### src/rtl/hkrd_pkg.sv
// Shared types and constants for the keyboard report event decoder.
package hkrd_pkg;

    localparam int          MOD_BITS      = 8;
    localparam int          INPUT_SLOTS   = 6;
    localparam int          MAX_RESULTS   = 20;
    localparam int          CNT_W         = $clog2(MAX_RESULTS + 1);
    localparam logic [7:0]  MOD_BASE      = 8'hE0;
    localparam logic [7:0]  ROLLOVER_CODE = 8'h01;

    typedef enum logic [1:0] {
        KIND_PRESS   = 2'd0,
        KIND_RELEASE = 2'd1,
        KIND_REPEAT  = 2'd2
    } kind_t;

    typedef enum logic [1:0] {
        PH_MOD,
        PH_PRESS,
        PH_RELEASE,
        PH_REPEAT
    } phase_t;

    typedef struct packed {
        logic   load;
        logic   step;
        phase_t phase;
        logic   commit;
        logic   flush;
    } cmd_t;

    typedef struct packed {
        logic step_ok;
        logic roll;
        logic flush_done;
    } status_t;

endpackage

### src/rtl/hkrd_ctrl.sv
// Scan sequencer: walks modifier bits, press slots, release slots and the repeat check.
module hkrd_ctrl #(
    parameter int KEY_SLOTS = 6,
    parameter int IDX_W     = 3
) (
    input  logic             aclk,
    input  logic             aresetn,
    input  logic             s_valid,
    input  logic             s_report_ok,
    output logic             s_ready,
    input  hkrd_pkg::status_t status,
    output hkrd_pkg::cmd_t    cmd,
    output logic [IDX_W-1:0] idx
);
    import hkrd_pkg::*;

    typedef enum logic [2:0] {
        ST_IDLE,
        ST_MOD,
        ST_PRESS,
        ST_RELEASE,
        ST_REPEAT,
        ST_FLUSH
    } state_t;

    localparam logic [IDX_W-1:0] MOD_LAST  = IDX_W'(MOD_BITS - 1);
    localparam logic [IDX_W-1:0] SLOT_LAST = IDX_W'(KEY_SLOTS - 1);

    state_t           state_reg;
    logic [IDX_W-1:0] idx_reg;

    assign s_ready = (state_reg == ST_IDLE);
    assign idx     = idx_reg;

    always_comb begin
        cmd        = '0;
        cmd.phase  = PH_MOD;
        cmd.load   = (state_reg == ST_IDLE) && s_valid && s_report_ok;
        cmd.flush  = (state_reg == ST_FLUSH);
        case (state_reg)
            ST_MOD: begin
                cmd.step  = 1'b1;
                cmd.phase = PH_MOD;
            end
            ST_PRESS: begin
                cmd.step  = 1'b1;
                cmd.phase = PH_PRESS;
            end
            ST_RELEASE: begin
                cmd.step  = 1'b1;
                cmd.phase = PH_RELEASE;
            end
            ST_REPEAT: begin
                cmd.step   = 1'b1;
                cmd.phase  = PH_REPEAT;
                cmd.commit = status.step_ok;
            end
            default: begin
                cmd.step = 1'b0;
            end
        endcase
    end

    always_ff @(posedge aclk) begin
        if (!aresetn) begin
            state_reg <= ST_IDLE;
            idx_reg   <= '0;
        end else begin
            case (state_reg)
                ST_IDLE: begin
                    idx_reg <= '0;
                    if (s_valid && s_report_ok) begin
                        state_reg <= ST_MOD;
                    end
                end
                ST_MOD: begin
                    if (status.step_ok) begin
                        if (idx_reg == MOD_LAST) begin
                            idx_reg <= '0;
                            // A roll-over report ends after its modifier events.
                            state_reg <= status.roll ? ST_FLUSH : ST_PRESS;
                        end else begin
                            idx_reg <= idx_reg + 1'b1;
                        end
                    end
                end
                ST_PRESS: begin
                    if (status.step_ok) begin
                        if (idx_reg == SLOT_LAST) begin
                            idx_reg   <= '0;
                            state_reg <= ST_RELEASE;
                        end else begin
                            idx_reg <= idx_reg + 1'b1;
                        end
                    end
                end
                ST_RELEASE: begin
                    if (status.step_ok) begin
                        if (idx_reg == SLOT_LAST) begin
                            idx_reg   <= '0;
                            state_reg <= ST_REPEAT;
                        end else begin
                            idx_reg <= idx_reg + 1'b1;
                        end
                    end
                end
                ST_REPEAT: begin
                    if (status.step_ok) begin
                        state_reg <= ST_FLUSH;
                    end
                end
                ST_FLUSH: begin
                    if (status.flush_done) begin
                        state_reg <= ST_IDLE;
                    end
                end
                default: begin
                    state_reg <= ST_IDLE;
                end
            endcase
        end
    end

endmodule

### src/rtl/hkrd_datapath.sv
// Report and previous-state registers, event evaluation, pending event and output register.
module hkrd_datapath #(
    parameter int KEY_SLOTS = 6,
    parameter int IDX_W     = 3
) (
    input  logic                                   aclk,
    input  logic                                   aresetn,
    input  hkrd_pkg::cmd_t                         cmd,
    input  logic [IDX_W-1:0]                       idx,
    output hkrd_pkg::status_t                      status,
    input  logic [7:0]                             modifiers,
    input  logic [hkrd_pkg::INPUT_SLOTS-1:0][7:0]  slots,
    output logic                                   m_valid,
    input  logic                                   m_ready,
    output logic [7:0]                             m_usage_code,
    output logic [1:0]                             m_event_kind,
    output logic                                   m_last_event
);
    import hkrd_pkg::*;

    localparam int SLOT_W = (KEY_SLOTS > 1) ? $clog2(KEY_SLOTS) : 1;

    logic [KEY_SLOTS-1:0][7:0] slot_pad;
    logic [KEY_SLOTS-1:0][7:0] cur_reg;
    logic [KEY_SLOTS-1:0][7:0] prev_keys_reg;
    logic [7:0]                mod_reg;
    logic [7:0]                prev_mod_reg;
    logic                      any_reg;
    logic [CNT_W-1:0]          cnt_reg;
    logic                      pend_valid_reg;
    logic [7:0]                pend_code_reg;
    kind_t                     pend_kind_reg;
    logic                      m_valid_reg;
    logic [7:0]                m_code_reg;
    kind_t                     m_kind_reg;
    logic                      m_last_reg;

    logic [SLOT_W-1:0] sidx;
    logic [2:0]        midx;
    logic [7:0]        cur_sel;
    logic [7:0]        prev_sel;
    logic              in_prev;
    logic              in_cur;
    logic              roll;
    logic              rep_key_found;
    logic [7:0]        rep_key;
    logic [7:0]        rep_mod;
    logic              hit;
    logic [7:0]        ev_code;
    kind_t             ev_kind;
    logic              room;
    logic              need_push;
    logic              out_free;
    logic              do_step;
    logic              push_ev;
    logic              take_ev;
    logic              flush_push;

    // Slots beyond the report's six fields read as empty.
    for (genvar g = 0; g < KEY_SLOTS; g++) begin : g_pad
        if (g < INPUT_SLOTS) begin : g_in
            assign slot_pad[g] = slots[g];
        end else begin : g_zero
            assign slot_pad[g] = '0;
        end
    end

    assign sidx     = idx[SLOT_W-1:0];
    assign midx     = idx[2:0];
    assign cur_sel  = cur_reg[sidx];
    assign prev_sel = prev_keys_reg[sidx];

    always_comb begin
        in_prev = 1'b0;
        in_cur  = 1'b0;
        roll    = 1'b1;
        for (int j = 0; j < KEY_SLOTS; j++) begin
            if (prev_keys_reg[j] == cur_sel) in_prev = 1'b1;
            if (cur_reg[j] == prev_sel)      in_cur  = 1'b1;
            if (cur_reg[j] != ROLLOVER_CODE) roll    = 1'b0;
        end
    end

    // Highest nonzero slot and lowest set modifier for the repeat event.
    always_comb begin
        rep_key_found = 1'b0;
        rep_key       = '0;
        rep_mod       = MOD_BASE;
        for (int j = 0; j < KEY_SLOTS; j++) begin
            if (cur_reg[j] != '0) begin
                rep_key_found = 1'b1;
                rep_key       = cur_reg[j];
            end
        end
        for (int b = MOD_BITS - 1; b >= 0; b--) begin
            if (mod_reg[b]) rep_mod = MOD_BASE + 8'(b);
        end
    end

    always_comb begin
        hit     = 1'b0;
        ev_code = cur_sel;
        ev_kind = KIND_PRESS;
        case (cmd.phase)
            PH_MOD: begin
                hit     = mod_reg[midx] ^ prev_mod_reg[midx];
                ev_code = MOD_BASE + 8'(midx);
                ev_kind = mod_reg[midx] ? KIND_PRESS : KIND_RELEASE;
            end
            PH_PRESS: begin
                hit     = (cur_sel != '0) && !in_prev;
                ev_code = cur_sel;
                ev_kind = KIND_PRESS;
            end
            PH_RELEASE: begin
                hit     = (prev_sel != '0) && !in_cur;
                ev_code = prev_sel;
                ev_kind = KIND_RELEASE;
            end
            PH_REPEAT: begin
                hit     = !any_reg && (rep_key_found || (mod_reg != '0));
                ev_code = rep_key_found ? rep_key : rep_mod;
                ev_kind = KIND_REPEAT;
            end
            default: begin
                hit = 1'b0;
            end
        endcase
    end

    // Events past the result limit are dropped but still count as produced.
    assign room       = (cnt_reg < CNT_W'(MAX_RESULTS));
    assign out_free   = !m_valid_reg || m_ready;
    assign need_push  = hit && room && pend_valid_reg;
    assign do_step    = cmd.step && (!need_push || out_free);
    assign push_ev    = do_step && need_push;
    assign take_ev    = do_step && hit && room;
    assign flush_push = cmd.flush && pend_valid_reg && out_free;

    assign status.step_ok    = !need_push || out_free;
    assign status.roll       = roll;
    assign status.flush_done = !pend_valid_reg || out_free;

    always_ff @(posedge aclk) begin
        if (cmd.load) begin
            cur_reg <= slot_pad;
            mod_reg <= modifiers;
        end
        if (take_ev) begin
            pend_code_reg <= ev_code;
            pend_kind_reg <= ev_kind;
        end
        if (push_ev || flush_push) begin
            m_code_reg <= pend_code_reg;
            m_kind_reg <= pend_kind_reg;
            m_last_reg <= flush_push;
        end
    end

    always_ff @(posedge aclk) begin
        if (!aresetn) begin
            prev_mod_reg   <= '0;
            prev_keys_reg  <= '0;
            any_reg        <= 1'b0;
            cnt_reg        <= '0;
            pend_valid_reg <= 1'b0;
            m_valid_reg    <= 1'b0;
        end else begin
            if (cmd.commit) begin
                prev_mod_reg  <= mod_reg;
                prev_keys_reg <= cur_reg;
            end
            if (cmd.load) begin
                any_reg <= 1'b0;
                cnt_reg <= '0;
            end else begin
                if (do_step && hit) any_reg <= 1'b1;
                if (take_ev)        cnt_reg <= cnt_reg + 1'b1;
            end
            if (cmd.load) begin
                pend_valid_reg <= 1'b0;
            end else if (take_ev) begin
                pend_valid_reg <= 1'b1;
            end else if (flush_push) begin
                pend_valid_reg <= 1'b0;
            end
            if (push_ev || flush_push) begin
                m_valid_reg <= 1'b1;
            end else if (m_ready) begin
                m_valid_reg <= 1'b0;
            end
        end
    end

    assign m_valid      = m_valid_reg;
    assign m_usage_code = m_code_reg;
    assign m_event_kind = m_kind_reg;
    assign m_last_event = m_last_reg;

`ifndef SYNTHESIS
    a_cnt_bound : assert property (@(posedge aclk) disable iff (!aresetn)
        cnt_reg <= CNT_W'(MAX_RESULTS))
        else $error("event count exceeded the result limit");

    a_pend_counted : assert property (@(posedge aclk) disable iff (!aresetn)
        pend_valid_reg |-> (cnt_reg != '0))
        else $error("pending event without a counted event");

    a_no_event_idle : assert property (@(posedge aclk) disable iff (!aresetn)
        !any_reg |-> (cnt_reg == '0) && !pend_valid_reg)
        else $error("event recorded while no event was produced");

    a_flush_empties : assert property (@(posedge aclk) disable iff (!aresetn)
        flush_push |=> !pend_valid_reg && m_valid_reg && m_last_reg)
        else $error("final event not moved to the output register");
`endif

endmodule

### src/rtl/hid_keyboard_report_event_decoder.sv
// Boot keyboard report decoder: each accepted transaction on s_ is one report (a
// modifier byte and six key-slot bytes); the block compares it against the previously
// stored report and emits one key event per m_ transaction: modifier presses and
// releases (usage 0xE0 plus bit), then presses of new slot codes, then releases of
// codes that are gone, or a single repeat event when nothing changed and a key or
// modifier is held; m_last_event marks the final event of a report and at most 20
// events are emitted per report. A report with s_report_ok low is accepted while idle
// and produces nothing. An OK report keeps s_ready low until its scan and flush are
// done and while the result side stalls, as a single sequencer checks one modifier
// bit or one key slot per cycle unless stalled. A roll-over report (all slots 0x01)
// stops after the modifier scan and leaves the stored report unchanged.
module hid_keyboard_report_event_decoder #(
    parameter int KEY_SLOTS = 6
) (
    input  logic       aclk,
    input  logic       aresetn,
    input  logic       s_valid,
    output logic       s_ready,
    input  logic       s_report_ok,
    input  logic [7:0] s_modifiers,
    input  logic [7:0] s_key_slot_0,
    input  logic [7:0] s_key_slot_1,
    input  logic [7:0] s_key_slot_2,
    input  logic [7:0] s_key_slot_3,
    input  logic [7:0] s_key_slot_4,
    input  logic [7:0] s_key_slot_5,
    output logic       m_valid,
    input  logic       m_ready,
    output logic [7:0] m_usage_code,
    output logic [1:0] m_event_kind,
    output logic       m_last_event
);
    import hkrd_pkg::*;

    localparam int SLOT_W = (KEY_SLOTS > 1) ? $clog2(KEY_SLOTS) : 1;
    localparam int IDX_W  = (SLOT_W > 3) ? SLOT_W : 3;

    cmd_t                        cmd;
    status_t                     status;
    logic [IDX_W-1:0]            idx;
    logic [INPUT_SLOTS-1:0][7:0] slots;

    assign slots[0] = s_key_slot_0;
    assign slots[1] = s_key_slot_1;
    assign slots[2] = s_key_slot_2;
    assign slots[3] = s_key_slot_3;
    assign slots[4] = s_key_slot_4;
    assign slots[5] = s_key_slot_5;

    hkrd_ctrl #(
        .KEY_SLOTS (KEY_SLOTS),
        .IDX_W     (IDX_W)
    ) u_ctrl (
        .aclk        (aclk),
        .aresetn     (aresetn),
        .s_valid     (s_valid),
        .s_report_ok (s_report_ok),
        .s_ready     (s_ready),
        .status      (status),
        .cmd         (cmd),
        .idx         (idx)
    );

    hkrd_datapath #(
        .KEY_SLOTS (KEY_SLOTS),
        .IDX_W     (IDX_W)
    ) u_datapath (
        .aclk         (aclk),
        .aresetn      (aresetn),
        .cmd          (cmd),
        .idx          (idx),
        .status       (status),
        .modifiers    (s_modifiers),
        .slots        (slots),
        .m_valid      (m_valid),
        .m_ready      (m_ready),
        .m_usage_code (m_usage_code),
        .m_event_kind (m_event_kind),
        .m_last_event (m_last_event)
    );

endmodule
### config.mk
export PLATFORM = sky130hd
export DESIGN_NAME = hid_keyboard_report_event_decoder
export DESIGN_NICKNAME = d
export VERILOG_FILES = /design/src/rtl/hkrd_pkg.sv /design/src/rtl/hkrd_ctrl.sv /design/src/rtl/hkrd_datapath.sv /design/src/rtl/hid_keyboard_report_event_decoder.sv
export SDC_FILE = /design/constraint.sdc
export NUM_CORES = 1
export LEC_CHECK = 0
export ABC_AREA = 1
export CAP_MARGIN = 15
export CORE_MARGIN = 5
export CORE_UTILIZATION = 28
export CTS_CLUSTER_DIAMETER = 120
export DETAILED_ROUTE_END_ITERATION = 8
export DONT_BUFFER_PORTS = 1
export PLACE_DENSITY_LB_ADDON = 0.25
export SETUP_SLACK_MARGIN = 0.3
export SYNTH_ARGS = -nofsm -noshare
export SYNTH_HDL_FRONTEND = slang
export SYNTH_HIERARCHICAL = 1
export SYNTH_SLANG_ARGS = --single-unit
### constraint.sdc
create_clock -name aclk -period 4.35 [get_ports aclk]
set_input_delay 0.2175 -clock aclk [delete_from_list [all_inputs] [get_ports aclk]]
set_output_delay 0.2175 -clock aclk [all_outputs]
set_load 0.005 [all_outputs]
; ---- Yosys cells after proc, flatten, opt, wreduce, memory -nomap -nowiden
; Index checks and enable logic that the tools add are counted.
[totals]
reg_bits = 147
inputBits = 61
[classes]
n_lt_le_gt_ge = 2
n_bitwise = 2
n_addsub = 3
n_reduce_logical = 44
eq_ne = 38
mux = 74
[ops]
columns = operator, n
row1 = $eq 8x8->1, 12
row2 = $mux 8, 9
row3 = $reduce_bool 8->1, 9
row4 = $mux 3, 22
row5 = $bmux 8 s3, 2
row6 = $ne 8x1->1 const B, 6
row7 = $mux 1, 33
row8 = $pmux 8 s4, 1
row9 = $ne 2x1->1 const B, 9
row10 = $pmux 3 s6, 1
row11 = $logic_and 1x1->1, 14
row12 = $eq 3x3->1 const B, 4
row13 = $pmux 3 s3, 1
row14 = $reduce_and 9->1, 1
row15 = $pmux 2 s4, 1
row16 = $add 6x4->7 const A, 1
row17 = $bmux 1 s3, 2
row18 = $eq 3x2->1 const B, 2
row19 = $logic_not 1->1, 6
row20 = $pmux 2 s3, 1
row21 = $add 5x1->5 const B, 1
row22 = $logic_or 1x1->1, 5
row23 = $lt 5x5->1 const B, 1
row24 = $eq 2x2->1 const B, 2
row25 = other kinds (15), 17

; ---- Depth between registers and ports, before layout
[logic_depth]
depth_word = 20
ltp_mapped = 25
mapped_depth_nobuf = 23

; ---- Cells and area by module
; The synthesis kept the hierarchy.
[modules_own_cells]
columns = mod, cells_each, instances, seq_area_each_um2, area_each_um2
row1 = hkrd_datapath, 1160, 1, 3593.4, 8474.4
row2 = hkrd_ctrl, 75, 1, 120.1, 498.0

; ---- Worst setup path after synthesis
; OpenSTA, ideal clock, no wires.
[synth_timing]
kind = register -> register
startpoint = register u_ctrl.state_reg[0]
endpoint = register u_datapath.cnt_reg[4]
arrival_ns = 3.492
period_less_slack_ns = 3.613
setup_slack_ns = 0.737
path_stages_with_launch = 7
n_path_buf = 0
path_cell_list = dfxtp_1 nor2_2 nand2_2 nor2_1 nor2_1 inv_1 nor2_1
[synth_rtl]
columns = item, line_no
row1 = start: declaration, hkrd_ctrl.sv:29  ; state_t state_reg;
row2 = start signal: assignment, hkrd_ctrl.sv:81  ; state_reg <= status.roll ? ST_FLUSH : ST_PRESS;
row3 = end signal: assignment, hkrd_datapath.sv:178  ; if (take_ev) cnt_reg <= cnt_reg + 1'b1;
row4 = end: declaration, hkrd_datapath.sv:29  ; logic [CNT_W-1:0] cnt_reg;

==> results.cfg <==
[sta]
fmax_ghz = 0.270
worst_slew_margin_rel_pct = 50.5
min_period_ns = 3.71
period_share_pct = 85.2
hold_viol = 0
setup_viol = 0
finClkSkew_ns = 0.00859
worstMarginPinSlew_ns = 0.742
rsz0062_at_grt = no
finalMaxSlewViolations = 0
setup-tns-final_ns = 0

[grt]
grt_use_total_pct = 16.8
overflow = 0
antenna_found_initial = 0
grt_first_pass_wirelength_um = 46700
first_global_vias = 8260
grt_max_degree = 78

[synthesis]
synth_edf_count = 77
synth_ff_type = edfxtp_1
synthArstFlopShare_pct = 0
synth_warnings = 6
synth_area_um2 = 8970
synth_seq_cells = 147
yosysSeqAreaShare_pct = 41.4
syn-num-nets = 1301
syn_inst = 1235
syn_avg_cell_area_um2 = 7.27
synth_cell_types = 42

[cells_and_area]
final_cell_area_um2 = 10800
antenna_cells = 0
syn2layout_area_growth_pct = 20.0
drive_gt1_share_pct = 10.4
fill_cells = 3323
layout.nets = 1365

[setup_path]
worst-r2r-setup-slack_ns = 0.64
arrival_ns = 4.07
crit_path_max_fanout = 58
endpoint = u_datapath/prev_keys_reg[11]
cp.required_ns = 4.71
critPathSlowestCell = dfxtp_1
endpoint_kind = register
timing.rr.end = u_datapath/prev_keys_reg[11]
critical_path_class = reg -> reg
r2r_cells = 19
cp_cell_sequence = clkinv_2, nand3_1, nand2_1, nand2_1, nand2_4, nand2_1, nand2_1, nor2_1, nand2_1, nor2_1, nor2_1, nand2_1, nand3_2, nand3_1, inv_1, nor2_4, buf_12, o21ai_0, a21oi_1
r2r-start = u_ctrl/idx[1]
critical_path.startpoint_type = register
cp_common_cell = nand2_1
crit_path_start = u_ctrl/idx[1]
cpPeakStageDelay_ns = 0.49

[detailed_routing]
vias = 8698
drt_iter0_markers = 873
dr.pass1.iters = 6
drcViolationCount = 0
antenna_left = 0
vias_per_cell = 5.07
wl_per_cell_um = 17.6
routed_wirelength_um = 30100

[cts]
clk_pin_slew_worst_paths_ns = 0.07
cts_tree = done
clock-sinks = 147
clk_latency_ns = 0.43
cts_made_buffers = 17
htreeDepth = 4
cts_buffer_depth = 2
cts_root_buf = clkbuf_16

[placement]
place_area_um2 = 9450
io_buffers = 0
gp_congestion = 0.919
dpl.hpwl_um = 22100

[run]
drv_cap = 0

[power_and_ir_drop]
total_leakage_power_uw = 0.00446
power_density_nw_per_um2 = 669
worst_ir_drop_vdd_mv = 0.356

[floorplanning]
core_area_um2 = 31600
rows = 65
die_y_um = 189
die_x_um = 189
dieArea_um2 = 35700
pin_count = 74
initial_core_util_pct = 28.4

[worst_hold_path]
hold_class = in -> reg

[outcome]
status = finished, final reports clean
[worst min-delay path by stage]
stage / start / end / slack, ns / cells after the start
finish: m_ready / u_datapath/m_valid / 0.15 / 5
global route: aresetn / u_ctrl/state_reg[2] / 0.15 / 3
CTS: m_ready / u_datapath/m_valid / 0.13 / 5
detailed placement: s_key_slot_0[1] / u_datapath/cur_reg[1] / 0.32 / 0
global placement: s_key_slot_4[0] / u_datapath/cur_reg[32] / 0.32 / 0
floorplan: s_key_slot_0[0] / u_datapath/cur_reg[0] / 0.32 / 0
[layout by cell type, fill, tap and decap left out, drive strengths merged, types with 8 or more instances in the layout]
cell / instances
nor3: 8
dlygate4sd3: 56
o211ai: 25
inv: 141
nand2: 417
edfxtp: 77
nor2: 89
nand4: 16
nand3: 152
clkbuf: 22
a21oi: 80
o21ai: 78
dfxtp: 70
buf: 27
xor2: 8
[synth_stat cells (2+ instances only)]
library cell / n / area (um2)
o211ai_4: 10 / 213
nand2_1: 388 / 1460
nand4_1: 16 / 100
o211ai_1: 9 / 67.6
buf_2: 8 / 40.0
nor4_1: 5 / 31.3
nand3_4: 2 / 35.0
ha_1: 5 / 62.6
clkbuf_1: 19 / 71.3
nor2_2: 8 / 50.1
inv_2: 14 / 52.6
dfxtp_1: 70 / 1400
nand3_1: 147 / 736
nor2_1: 78 / 293
a21oi_1: 80 / 400
buf_4: 8 / 60.1
nand3_2: 3 / 30.0
xor2_1: 8 / 70.1
o211ai_2: 6 / 75.1
edfxtp_1: 77 / 2310
nor3_1: 8 / 40.0
inv_1: 126 / 473
nand2_4: 5 / 56.3
nand2_2: 24 / 150
a22oi_1: 3 / 22.5
o21ai_0: 77 / 385
o22ai_1: 3 / 18.8
a32oi_1: 2 / 17.5
o221ai_1: 6 / 52.6
nor2_8: 2 / 40.0
nand3b_1: 7 / 52.6
[layout make-up]
type                            count  area (um2)  area share [%]
Timing Repair Buffer               83         833            7.74
Multi-Input combinational cell    909        4540            42.1
Tap cell                          402         503            4.67
Inverter                          141         533            4.95
Sequential cell                   147        3720            34.5
Clock inverter                     10         144            1.34
Clock buffer                       22         497            4.61
[critical path: cells and delay by family, from the launching register on]
| family | cells | cell delay (ns) |
|---|---|---|
| flops | 1 | 0.49 |
| buf+inv | 3 | 0.81 |
| simple gates | 14 | 2.04 |
| compound gates | 2 | 0.26 |
[through the flow]
step / setup WS [ns] / std cells / utilization (%) / power [uW] / hold slack [ns]
floorplan: 0.737 / 1235 / - / 4550 / 0.316
global placement: 0.656 / 1616 / 29.9 / 5480 / 0.316
detailed placement: 0.604 / 1616 / 29.9 / 5500 / 0.316
CTS: 0.569 / 1705 / 33.8 / 7170 / 0.131
global route: 0.325 / 1714 / 34.0 / 7720 / 0.151
finish: 0.642 / 1714 / 34.0 / 7200 / 0.146
[cells by family after synthesis]
group           Yosys count  share of synthesized area (%)
compound gates          200                           14.3
xor+xnor                  8                          0.781
fa+ha+maj                 5                          0.697
buf+inv                 179                           8.21
flops                   147                           41.4
simple gates            696                           34.7
[where the power goes]
group / total [uW] / internal (uW) / switching (uW)
logic: 3450 / 1030 / 2420
registers: 2140 / 1880 / 259
clock network: 1610 / 991 / 616
total: 7200 / 3900 / 3300
[layer usage]
layer	up-vias	GRT usage, %	routed length [um]
met2	293	26.8	14000
met3	52	2.60	1520
met1	4120	22.4	13500
li1	4233	-	-
met5	-	0	0
met4	0	7.71	1120
[what timing repair did]
item / CTS / global route
hold buffers: 57 / 0
endpoints found under the hold margin: 120 / 0
buffers inserted: 0 / 9
setup endpoints to repair: 0 / 44
resized for setup: 0 / 2
Note: power is estimated with default switching activity, not from simulation.
